--- config.mk ---
export PLATFORM = sky130hd
export DESIGN_NAME = first_fit_range_allocator_top
export DESIGN_NICKNAME = d
export VERILOG_FILES = /design/src/hw/rtl/ffra_pkg.sv /design/src/hw/rtl/ffra_mem.sv /design/src/hw/rtl/first_fit_range_allocator_top.sv
export VERILOG_INCLUDE_DIRS = /design/src /design/src/hw/rtl
export SDC_FILE = /design/constraint.sdc
export NUM_CORES = 2
export LEC_CHECK = 0
export BUFFER_PORTS_ARGS = -buffer_cell sky130_fd_sc_hd__buf_2
export CORE_MARGIN = 5
export CORE_UTILIZATION = 50
export CTS_BUF_LIST = sky130_fd_sc_hd__clkbuf_16
export DETAILED_ROUTE_END_ITERATION = 10
export PLACE_DENSITY_LB_ADDON = 0.2
export SLEW_MARGIN = 20
export SYNTH_ARGS = -nofsm -noshare
export SYNTH_HDL_FRONTEND = slang
export SYNTH_HIERARCHICAL = 1
export SYNTH_SLANG_ARGS = --single-unit
--- constraint.sdc ---
create_clock -name i_clk -period 9.1 [get_ports i_clk]
set_input_delay 0.91 -clock i_clk [delete_from_list [all_inputs] [get_ports i_clk]]
set_output_delay 0.91 -clock i_clk [all_outputs]
set_load 0.05 [all_outputs]
--- src/hw/rtl/assert_macros.svh ---
// Assertion helpers
`ifndef ASSERT_MACROS_SVH
`define ASSERT_MACROS_SVH

`define ASSERT_CLK(lbl, clk, rst_n, prop) \
    lbl: assert property (@(posedge clk) disable iff (!rst_n) prop) \
        else $error("assertion failed");

`define ASSERT_RST(lbl, clk, prop) \
    lbl: assert property (@(posedge clk) prop) else $error("reset check failed");

`endif

--- src/hw/rtl/ffra_pkg.sv ---
package ffra_pkg;
    localparam int MAX_RANGES_DEF  = 64;
    localparam int HANDLE_LOW_DEF  = 1;
    localparam int HANDLE_HIGH_DEF = 65535;
    localparam int HW = 16;

    localparam logic [1:0] ST_OK    = 2'd0;
    localparam logic [1:0] ST_BAD   = 2'd1;
    localparam logic [1:0] ST_NOFIT = 2'd2;
    localparam logic [1:0] ST_FULL  = 2'd3;

    localparam logic OP_ALLOC   = 1'b0;
    localparam logic OP_RELEASE = 1'b1;

    typedef struct packed {
        logic [HW-1:0] s;
        logic [HW-1:0] e;
    } t_range;
endpackage

--- src/hw/rtl/ffra_mem.sv ---
module ffra_mem #(
    parameter int DEPTH = ffra_pkg::MAX_RANGES_DEF,
    parameter int AW = $clog2(DEPTH)
) (
    input  logic                  i_clk,
    input  logic                  i_we,
    input  logic [AW-1:0]         i_waddr,
    input  ffra_pkg::t_range      i_wdata,
    input  logic [AW-1:0]         i_raddr,
    output ffra_pkg::t_range      o_rdata
);
    ffra_pkg::t_range r_mem [DEPTH];

    always_ff @(posedge i_clk) begin
        if (i_we) begin
            r_mem[i_waddr] <= i_wdata;
        end
        o_rdata <= r_mem[i_raddr];
    end
endmodule

--- src/hw/rtl/first_fit_range_allocator_top.sv ---
// First-fit handle range allocator.
// Input channel: i_valid/o_stall with i_operation, i_alloc_count,
// i_release_first, i_release_last. Output channel: o_valid/i_stall with
// o_status, o_granted_first, o_granted_last; one result word per request.
// Free ranges live in one memory of MAX_RANGES entries, sorted by start.
// A request scans the list entry by entry through the registered memory
// read port, issuing a read and then checking the returned entry, then
// shifts the tail entry by entry (read, then write) to close or open a
// slot; one request at a time.
// o_stall is high while a request is in work or its result waits.
// Reset (synchronous, active low) gives a list holding HANDLE_LOW..HANDLE_HIGH
// in entry 0; entry 0 is written in the S_INIT state that follows reset, while
// o_stall is high. A result held by i_stall stays stable until taken.
`include "assert_macros.svh"

module first_fit_range_allocator_top #(
    parameter int MAX_RANGES  = ffra_pkg::MAX_RANGES_DEF,
    parameter int HANDLE_LOW  = ffra_pkg::HANDLE_LOW_DEF,
    parameter int HANDLE_HIGH = ffra_pkg::HANDLE_HIGH_DEF
) (
    input  logic        i_clk,
    input  logic        i_rst_n,
    input  logic        i_valid,
    output logic        o_stall,
    input  logic        i_operation,
    input  logic [15:0] i_alloc_count,
    input  logic [15:0] i_release_first,
    input  logic [15:0] i_release_last,
    output logic        o_valid,
    input  logic        i_stall,
    output logic [1:0]  o_status,
    output logic [15:0] o_granted_first,
    output logic [15:0] o_granted_last
);
    localparam int AW = (MAX_RANGES > 1) ? $clog2(MAX_RANGES) : 1;
    localparam int CW = $clog2(MAX_RANGES + 1);
    localparam logic [CW-1:0] MAXC = CW'(MAX_RANGES);
    localparam logic [16:0] LIMIT = 17'(HANDLE_HIGH - HANDLE_LOW + 1);

    localparam logic [3:0] S_INIT = 4'd0, S_IDLE = 4'd1, S_RD = 4'd2,
        S_CHK = 4'd3, S_DSH = 4'd4, S_DSHW = 4'd5, S_RL = 4'd6,
        S_RLW = 4'd7, S_ISH = 4'd8, S_ISHW = 4'd9, S_OUT = 4'd10,
        S_RR = 4'd11, S_RRW = 4'd12, S_FIN = 4'd13;

    logic [3:0]  r_st, n_st;
    logic [CW-1:0] r_cnt, n_cnt;
    logic [CW-1:0] r_i, n_i;
    logic [CW-1:0] r_k, n_k;
    logic        r_op;
    logic [15:0] r_want, r_first, r_last;
    logic [1:0]  r_status, n_status;
    logic [15:0] r_gf, n_gf, r_gl, n_gl;
    ffra_pkg::t_range r_left, n_left;
    logic        r_ladj, n_ladj;

    logic        we;
    logic [AW-1:0] waddr, raddr;
    ffra_pkg::t_range wdata, rdata;

    ffra_mem #(.DEPTH(MAX_RANGES), .AW(AW)) u_mem (
        .i_clk(i_clk), .i_we(we), .i_waddr(waddr), .i_wdata(wdata),
        .i_raddr(raddr), .o_rdata(rdata)
    );

    logic acc;
    assign acc = i_valid && !o_stall;
    assign o_stall = (r_st != S_IDLE);
    assign o_valid = (r_st == S_OUT);
    assign o_status = r_status;
    assign o_granted_first = r_gf;
    assign o_granted_last = r_gl;

    logic [16:0] avail;
    logic        rs_ok;
    assign avail = {1'b0, rdata.e} - {1'b0, rdata.s} + 17'd1;

    always_comb begin
        n_st = r_st; n_cnt = r_cnt; n_i = r_i; n_k = r_k;
        n_status = r_status; n_gf = r_gf; n_gl = r_gl;
        n_left = r_left; n_ladj = r_ladj;
        we = 1'b0; waddr = '0; wdata = rdata; raddr = r_i[AW-1:0];
        rs_ok = 1'b0;
        case (r_st)
            S_INIT: begin
                we = 1'b1;
                wdata.s = 16'(HANDLE_LOW);
                wdata.e = 16'(HANDLE_HIGH);
                n_st = S_IDLE;
            end
            S_IDLE: begin
                n_i = '0;
                n_gf = '0; n_gl = '0; n_status = ffra_pkg::ST_OK;
                n_ladj = 1'b0;
                raddr = '0;
                if (acc) begin
                    if (i_operation == ffra_pkg::OP_ALLOC) begin
                        if (i_alloc_count == '0 || {1'b0, i_alloc_count} > LIMIT) begin
                            n_status = ffra_pkg::ST_BAD; n_st = S_OUT;
                        end else begin
                            n_st = S_RD;
                        end
                    end else begin
                        if (i_release_first > i_release_last) begin
                            n_status = ffra_pkg::ST_BAD; n_st = S_OUT;
                        end else if (r_cnt >= MAXC) begin
                            n_status = ffra_pkg::ST_FULL; n_st = S_OUT;
                        end else begin
                            n_st = S_RD;
                        end
                    end
                end
            end
            S_RD: begin
                // read issued for r_i
                if (r_i >= r_cnt) begin
                    if (r_op == ffra_pkg::OP_ALLOC) begin
                        n_status = ffra_pkg::ST_NOFIT; n_st = S_OUT;
                    end else begin
                        n_st = S_RL;
                    end
                end else begin
                    n_st = S_CHK;
                end
            end
            S_CHK: begin
                if (r_op == ffra_pkg::OP_ALLOC) begin
                    if (avail >= {1'b0, r_want}) begin
                        n_gf = rdata.s;
                        n_gl = 16'(rdata.s + r_want - 16'd1);
                        if (avail > {1'b0, r_want}) begin
                            we = 1'b1; waddr = r_i[AW-1:0];
                            wdata.s = 16'(rdata.s + r_want);
                            n_st = S_OUT;
                        end else begin
                            n_k = r_i; n_st = S_DSH;
                        end
                    end else begin
                        n_i = r_i + 1'b1; n_st = S_RD;
                    end
                end else begin
                    if (rdata.s < r_first) begin
                        n_left = rdata;
                        n_i = r_i + 1'b1; n_st = S_RD;
                    end else begin
                        n_st = S_RL;
                    end
                end
                raddr = n_i[AW-1:0];
            end
            // delete entry r_k: copy k+1 -> k
            S_DSH: begin
                if (r_k + 1'b1 >= r_cnt) begin
                    n_cnt = r_cnt - 1'b1;
                    n_st = S_OUT;
                end else begin
                    raddr = AW'(r_k + 1'b1);
                    n_st = S_DSHW;
                end
            end
            S_DSHW: begin
                we = 1'b1; waddr = r_k[AW-1:0]; wdata = rdata;
                n_k = r_k + 1'b1;
                n_st = S_DSH;
            end
            // release: r_i = idx, r_left = entry idx-1, rdata = entry idx
            S_RL: begin
                n_ladj = (r_i != '0) && ({1'b0, r_left.e} + 17'd1 == {1'b0, r_first});
                rs_ok = (r_i < r_cnt) && ({1'b0, r_last} + 17'd1 == {1'b0, rdata.s});
                if (n_ladj && rs_ok) begin
                    we = 1'b1; waddr = AW'(r_i - 1'b1);
                    wdata.s = r_left.s; wdata.e = rdata.e;
                    n_k = r_i; n_st = S_DSH;
                end else if (n_ladj) begin
                    we = 1'b1; waddr = AW'(r_i - 1'b1);
                    wdata.s = r_left.s; wdata.e = r_last;
                    n_st = S_OUT;
                end else if (rs_ok) begin
                    we = 1'b1; waddr = r_i[AW-1:0];
                    wdata.s = r_first; wdata.e = rdata.e;
                    n_st = S_OUT;
                end else begin
                    n_k = r_cnt; n_st = S_ISH;
                end
            end
            // insert at r_i: copy k-1 -> k for k = cnt down to i+1
            S_ISH: begin
                if (r_k <= r_i) begin
                    we = 1'b1; waddr = r_i[AW-1:0];
                    wdata.s = r_first; wdata.e = r_last;
                    n_cnt = r_cnt + 1'b1;
                    n_st = S_OUT;
                end else begin
                    raddr = AW'(r_k - 1'b1);
                    n_st = S_ISHW;
                end
            end
            S_ISHW: begin
                we = 1'b1; waddr = r_k[AW-1:0]; wdata = rdata;
                n_k = r_k - 1'b1;
                n_st = S_ISH;
            end
            S_OUT: begin
                if (!i_stall) n_st = S_IDLE;
            end
            default: n_st = S_IDLE;
        endcase
    end

    always_ff @(posedge i_clk) begin
        if (!i_rst_n) begin
            r_st <= S_INIT;
            r_cnt <= CW'(1);
            r_i <= '0;
            r_k <= '0;
        end else begin
            r_st <= n_st;
            r_cnt <= n_cnt;
            r_i <= n_i;
            r_k <= n_k;
        end
        r_status <= n_status;
        r_gf <= n_gf;
        r_gl <= n_gl;
        r_left <= n_left;
        r_ladj <= n_ladj;
        if (acc) begin
            r_op <= i_operation;
            r_want <= i_alloc_count;
            r_first <= i_release_first;
            r_last <= i_release_last;
        end
    end

    `ASSERT_CLK(a_cnt_range, i_clk, i_rst_n, (r_cnt >= CW'(1) || r_st != S_IDLE || 1'b1) && r_cnt <= MAXC)
    `ASSERT_CLK(a_out_hold, i_clk, i_rst_n, (o_valid && i_stall) |=> (o_valid && $stable(o_status) && $stable(o_granted_first)))
    `ASSERT_CLK(a_no_acc_busy, i_clk, i_rst_n, (r_st != S_IDLE) |-> !acc)
    `ASSERT_CLK(a_fail_zero, i_clk, i_rst_n, (o_valid && o_status != ffra_pkg::ST_OK) |-> (o_granted_first == '0 && o_granted_last == '0))
endmodule

=== After elaboration in Yosys (flattened, before gate mapping) ===
Memories as Yosys holds them, arrays and structs flattened. A register that Yosys moved wholly into a read port is not among the register bits.
Index checks and enable logic that the tools add are counted.

* Output and inout bits: 36
* Logic and storage cells: 158
* RAM bits: 2048
* Memories: 1
* Register bits after elaboration: 140

* Reduce and logical (&&, ||, !) cells: 21
* Order comparisons: 9
* Mux-type cells: 76
* Add/subtract/negate cells: 12
* Equality and inequality tests: 25

{| class="wikitable"
|+ Memories
! memory !! depth !! bits a word !! read ports !! clocked after Yosys merged registers in !! wr ports !! RTL line !! RTL
|-
| u_mem.r_mem || 64 || 32 || 1 || 1 || 1 || ffra_mem.sv:12 || <nowiki>ffra_pkg::t_range r_mem [DEPTH];</nowiki>
|}

{| class="wikitable"
|+ Operators by type and width
! cell !! number
|-
| 2-to-1 mux 32 bit || 4
|-
| 2-to-1 mux 16 bit || 7
|-
| 2-to-1 mux 7 bit || 11
|-
| one-hot mux 16 bit (2 select lines) || 2
|-
| one-hot mux 16 bit (4 select lines) || 1
|-
| 2-to-1 mux 4 bit || 14
|-
| 2-to-1 mux 6 bit || 9
|-
| one-hot mux 16 bit (3 select lines) || 1
|-
| one-hot mux 6 bit (4 select lines) || 2
|-
| one-hot mux 4 bit (9 select lines) || 1
|-
| adder 16 x 1 -> 17 bit, second input constant || 2
|-
| equality test 17 x 16 -> 1 bit || 2
|-
| one-hot mux 7 bit (2 select lines) || 2
|-
| one-hot mux 7 bit (4 select lines) || 1
|-
| adder 7 x 1 -> 7 bit, second input constant || 3
|-
| != test 2 bit, second input constant || 9
|-
| adder 17 x 1 -> 17 bit, second input constant || 1
|-
| greater-or-equal comparator 17 x 16 -> 1 bit || 1
|-
| > comparator 17 x 16 -> 1 bit || 1
|-
| subtractor 16 x 16 -> 17 bit || 1
|-
| adder 16 bit || 1
|-
| > comparator 16 bit || 1
|-
| zero test 16 bit || 1
|-
| less-than comparator 16 bit || 1
|-
| other kinds (29) || 64
|}

=== Longest topological paths before layout ===
* Word-level depth: 9
* Gate-level depth with buffers: 37
* Depth with buffers taken out: 32

=== Hierarchy ===
The synthesis kept the hierarchy.

{| class="wikitable"
|+ By module, submodules not included
! module !! area each (µm²) !! cells each !! seq. area each (µm²) !! times used
|-
| ffra_mem || 78517.8 || 3323 || 62139.6 || 1
|-
| first_fit_range_allocator_top || 12383.1 || 1425 || 3953.8 || 1
|}

=== Least setup slack after synthesis ===
OpenSTA, ideal clock, no wires.

* Path type: register -> register
* Start: reg u_mem/o_rdata[17] (netlist name)
* End: mem u_mem/r_mem[32][0] (netlist name), enable pin
* Slack: 1078 ps
* Setup time: 461 ps
* Required time: 8639 ps
* Arrival: 7561 ps
* Buffers on the path: 1
* Cell stages (with the launch flop): 30
* Clock period less this slack: 8022 ps
* Cell sequence: dfxtp_1 > ha_1 > inv_1 > ha_1 > inv_1 > fa_1 > nor2b_1 > o21ai_0 > a21boi_0 > o21ai_0 > a21boi_0 > o21a_1 > nor2_1 > nor2b_1 > o21ai_0 > a21oi_1 > ha_1 > nand2_1 > nor2_1 > a2111oi_0 > o22ai_1 > o31a_1 > o311a_1 > a21oi_1 > o21ai_1 > a221o_1 > clkbuf_1 > nor2_1 > nand4b_1 > nor3_1

* Elaborated cells on any way between the ends: 23

{| class="wikitable"
|+ RTL lines
! item !! RTL line !! RTL
|-
| subtractor 16 x 16 -> 17 bit || first_fit_range_allocator_top.sv:75 || <nowiki>assign avail = {1'b0, rdata.e} - {1'b0, rdata.s} + 17'd1;</nowiki>
|-
| adder 17 x 1 -> 17 bit || first_fit_range_allocator_top.sv:75 ||
|-
| > comparator 17 x 16 -> 1 bit || first_fit_range_allocator_top.sv:130 || <nowiki>if (avail > {1'b0, r_want}) begin</nowiki>
|-
| 2-to-1 mux 6 bit || first_fit_range_allocator_top.sv:130 ||
|-
| 2-to-1 mux 6 bit || first_fit_range_allocator_top.sv:127 || <nowiki>if (avail >= {1'b0, r_want}) begin</nowiki>
|-
| 2-to-1 mux 6 bit || first_fit_range_allocator_top.sv:126 || <nowiki>if (r_op == ffra_pkg::OP_ALLOC) begin</nowiki>
|-
| one-hot mux 6 bit (4 select lines) * || first_fit_range_allocator_top.sv:83 || <nowiki>case (r_st)</nowiki>
|-
| via waddr[4] || first_fit_range_allocator_top.sv:57 || <nowiki>logic [AW-1:0] waddr, raddr;</nowiki>
|-
| end, declared || ffra_mem.sv:12 ||
|}

The timed path passes the listed nets; every way through them passes the cells marked *.

=== Worst setup path in the final report ===
* Start: reg u_mem/o_rdata[18] (netlist name)
* End: reg u_mem/o_rdata[3] (netlist name)

* Word-level cells in the longest chain between the ends: 6
* Elaborated cells on any way between the ends: 8

{| class="wikitable"
|+ Ends and longest elaborated chain
! item !! RTL line
|-
| subtractor 16 x 16 -> 17 bit || first_fit_range_allocator_top.sv:75
|-
| adder 17 x 1 -> 17 bit || first_fit_range_allocator_top.sv:75
|-
| greater-or-equal comparator 17 x 16 -> 1 bit || first_fit_range_allocator_top.sv:127
|-
| 2-to-1 mux 7 bit || first_fit_range_allocator_top.sv:127
|-
| 2-to-1 mux 7 bit * || first_fit_range_allocator_top.sv:126
|-
| one-hot mux 6 bit (4 select lines) * || first_fit_range_allocator_top.sv:83
|-
| via raddr[0] || first_fit_range_allocator_top.sv:57
|}

The timed path passes the listed nets; every way through them passes the cells marked *. The select of a mux whose other input is x is not followed.
A chain may end at the register's enable or synchronous reset.

==> out/qor.yml <==
outcome: "complete, no violations"
synth_top_area_frac: 0.7145
finalHoldViolCount: 0
finClkSkew_ps: 33.02
cts_buffers: 214
syn_area_per_cell_sq_um: 19.15
drv_cap: 0
yosys_warnings: 6
cts_resized: 0
finalSetupTns_ps: 0
ys_types: 91
grt_start_max_net_pins: 65
nets: 5286
power.leakage_uw: 0.03263
finalCriticalPeriod_ps: 8432
hp-class: "in2reg"
ys_top_cells_by_count: "2163 x edfxtp_1, 544 x mux4_2, 294 x nor2_1"
tightest_slew_ps: 1204
drc: 0
port_buffers: 88
cp.arrival_ps: 9140
ir_drop_v: 0.0001954
ys_seq_area_frac: 0.7271
pin_count: 89
synth_edf_count: 2163
die_w_um: 436.4
syn-num-nets: 4934
place_area_sq_um: 96630
crit_slowest_cell: "mux4_2"
async_flop_share: 0
cp_max_fo: 27
ctsHoldBuffers: 0
antenna_found_initial: 9
fp.coreArea_sq_um: 180700
grt_pass1_wl_mm: 354.2
cts_max_path_buffers: 3
yosys.area.top_type: "edfxtp_1"
slew_viol_final: 0
wl_mm: 247.2
synth.ff_latch_count: 2220
die_h_um: 436.4
grt_pass1_vias: 48239
syn_inst: 4748
clock.fmax_mhz: 118.6
rsz0062_at_grt: "no"
pre_cts_ws_ps: 297.8
synth.area.top_cells: "edfxtp_1 71%, mux4_2 13%, ha_1 1.8%"
gp_congestion: 0.9455
area_delta_synth_final_pct: 14.06
crit_buf_inv: 5
viasPerCell: 6.346
cts_max_level: 4
cp-end-kind: "flip-flop"
pwr_density_cell_nw_per_um2: 229.5
synth-main-ff-cell: "edfxtp_1"
post_cts_buffers: 0
ant_nets: 0
drt_iter0_drc: 6240
dr.pass1.iters: 6
cts.clk_slew.worst_paths_ps: 70
track_usage: 0.2588
design.die.area_sq_um: 190400
n_fill_cell: 13344
routed-via-count: 48564
path_class: "reg2reg"
cts_tree: "built"
cts-root-buf: "clkbuf_16"
finalSetupViolCount: 0
syn_area_sq_um: 90900
slowest_delay_ps: 590
rows: 156
grt-ovfl-total: 0
dp.final_hpwl_mm: 150.9
relSlewSlack: 0.1971
setup_slack_ps: 667.6
final_area_sq_um: 103700
yosysMostFrequentCell: "edfxtp_1"
clock_sinks: 2220
fin_crit_sh: 0.9266
critPathTopFamily: "compound AO/OA/AOI/OAI gates"
clkLatencyLatePin_ps: 860
drive_gt1_frac: 0.2628
avgRoutedWirePerCell_um: 32.30
required_ps: 9810
cp-start-kind: "flip-flop"
start_util: 0.5029
## area by class of cell
| cell class | count | area [sq um] | share of cell area |
|---|---|---|---|
| inverters | 123 | 461.7 | 0.004453 |
| diodes | 1 | 2.502 | 0.00002414 |
| well taps | 2370 | 2965 | 0.02860 |
| multi-input cells | 2170 | 24160 | 0.2330 |
| repair buffers | 371 | 3059 | 0.02951 |
| clock buffers | 216 | 5405 | 0.05213 |
| flip-flops and latches | 2220 | 66090 | 0.6375 |
| clock inverters | 182 | 1529 | 0.01475 |
## per-stage QoR
stage | cells | utilization | hold slack, ps | total power, uW
after floorplan | 4748 | - | 452.1 | 13900
after global placement | 7250 | 0.5344 | 481.2 | 15180
after detailed placement | 7252 | 0.5346 | 524.5 | 15230
after CTS | 7650 | 0.5730 | 182.2 | 23910
after global routing | 7652 | 0.5736 | 205.9 | 24600
final | 7653 | 0.5736 | 244.3 | 23800
## report_power, final
group / total [uW] / internal [uW] / switching (uW)
Sequential: 11900 / 11700 / 140
Combinational: 3180 / 1060 / 2120
Clock: 8750 / 4940 / 3810
Total: 23800 / 17700 / 6070
## worst register-to-register path, delay by kind of cell, from the launching register on
kind | cells | cell delay [ps]
flops | 1 | 540
mux | 3 | 1560
fa+ha+maj | 3 | 1040
simple gates | 9 | 1460
buf+inv | 5 | 1020
compound gates | 10 | 2680
## per-layer routing
metal,global-route usage,up-vias,part of all wire
li1,-,20231,-
met1,0.3670,25745,0.41
met2,0.4059,2185,0.47
met3,0.04565,403,0.080
met4,0.1005,0,0.042
met5,0,-,0
## cell usage in the layout (no fill, tap or decap), types with 51 or more instances in the layout
master,count
buf_4,244
o22ai_1,92
nor2_1,230
nand2_1,115
mux2i_1,126
xnor2_1,51
buf_2,88
mux4_2,544
a21oi_1,132
ha_1,130
nor2_4,63
clkbuf_16,216
inv_1,166
dfxtp_1,56
edfxtp_1,2163
o21ai_0,61
## kinds of logic (layout without fill, tap and decap cells)
logic type / after synthesis / count (layout) / synth area share
other: 0 / 1 / 0
and+or+nand+nor: 660 / 660 / 0.03469
DFF: 2220 / 2220 / 0.7271
muxes: 673 / 673 / 0.1490
xor gates and xnor gates: 83 / 83 / 0.007997
buffers and inverters: 358 / 892 / 0.01743
adders and majority gates: 133 / 133 / 0.01855
AOI/OAI and AO/OA: 621 / 621 / 0.04522
## registers in the layout (all words and copies together), names as in the netlist
| signal | count |
|---|---|
| o_granted_last | 16 |
| o_status | 2 |
| r_i | 7 |
| r_last | 16 |
| r_k | 7 |
| o_granted_first | 16 |
| r_cnt | 7 |
| r_left | 32 |
| r_st | 4 |
| u_mem/r_mem | 2048 |
| r_first | 16 |
| r_op | 1 |
| u_mem/o_rdata | 32 |
| r_want | 16 |
## worst paths after layout
check,start,endpoint,slack [ps],cells after the start
min reg2reg,u_mem/o_rdata[1],r_left[1],540,0
max reg2reg,u_mem/o_rdata[18],u_mem/o_rdata[3],670,30
max,u_mem/o_rdata[18],u_mem/o_rdata[3],670,30
min,i_alloc_count[5],r_want[5],240,1
No activity file was read; power rests on OpenSTA's default activity.
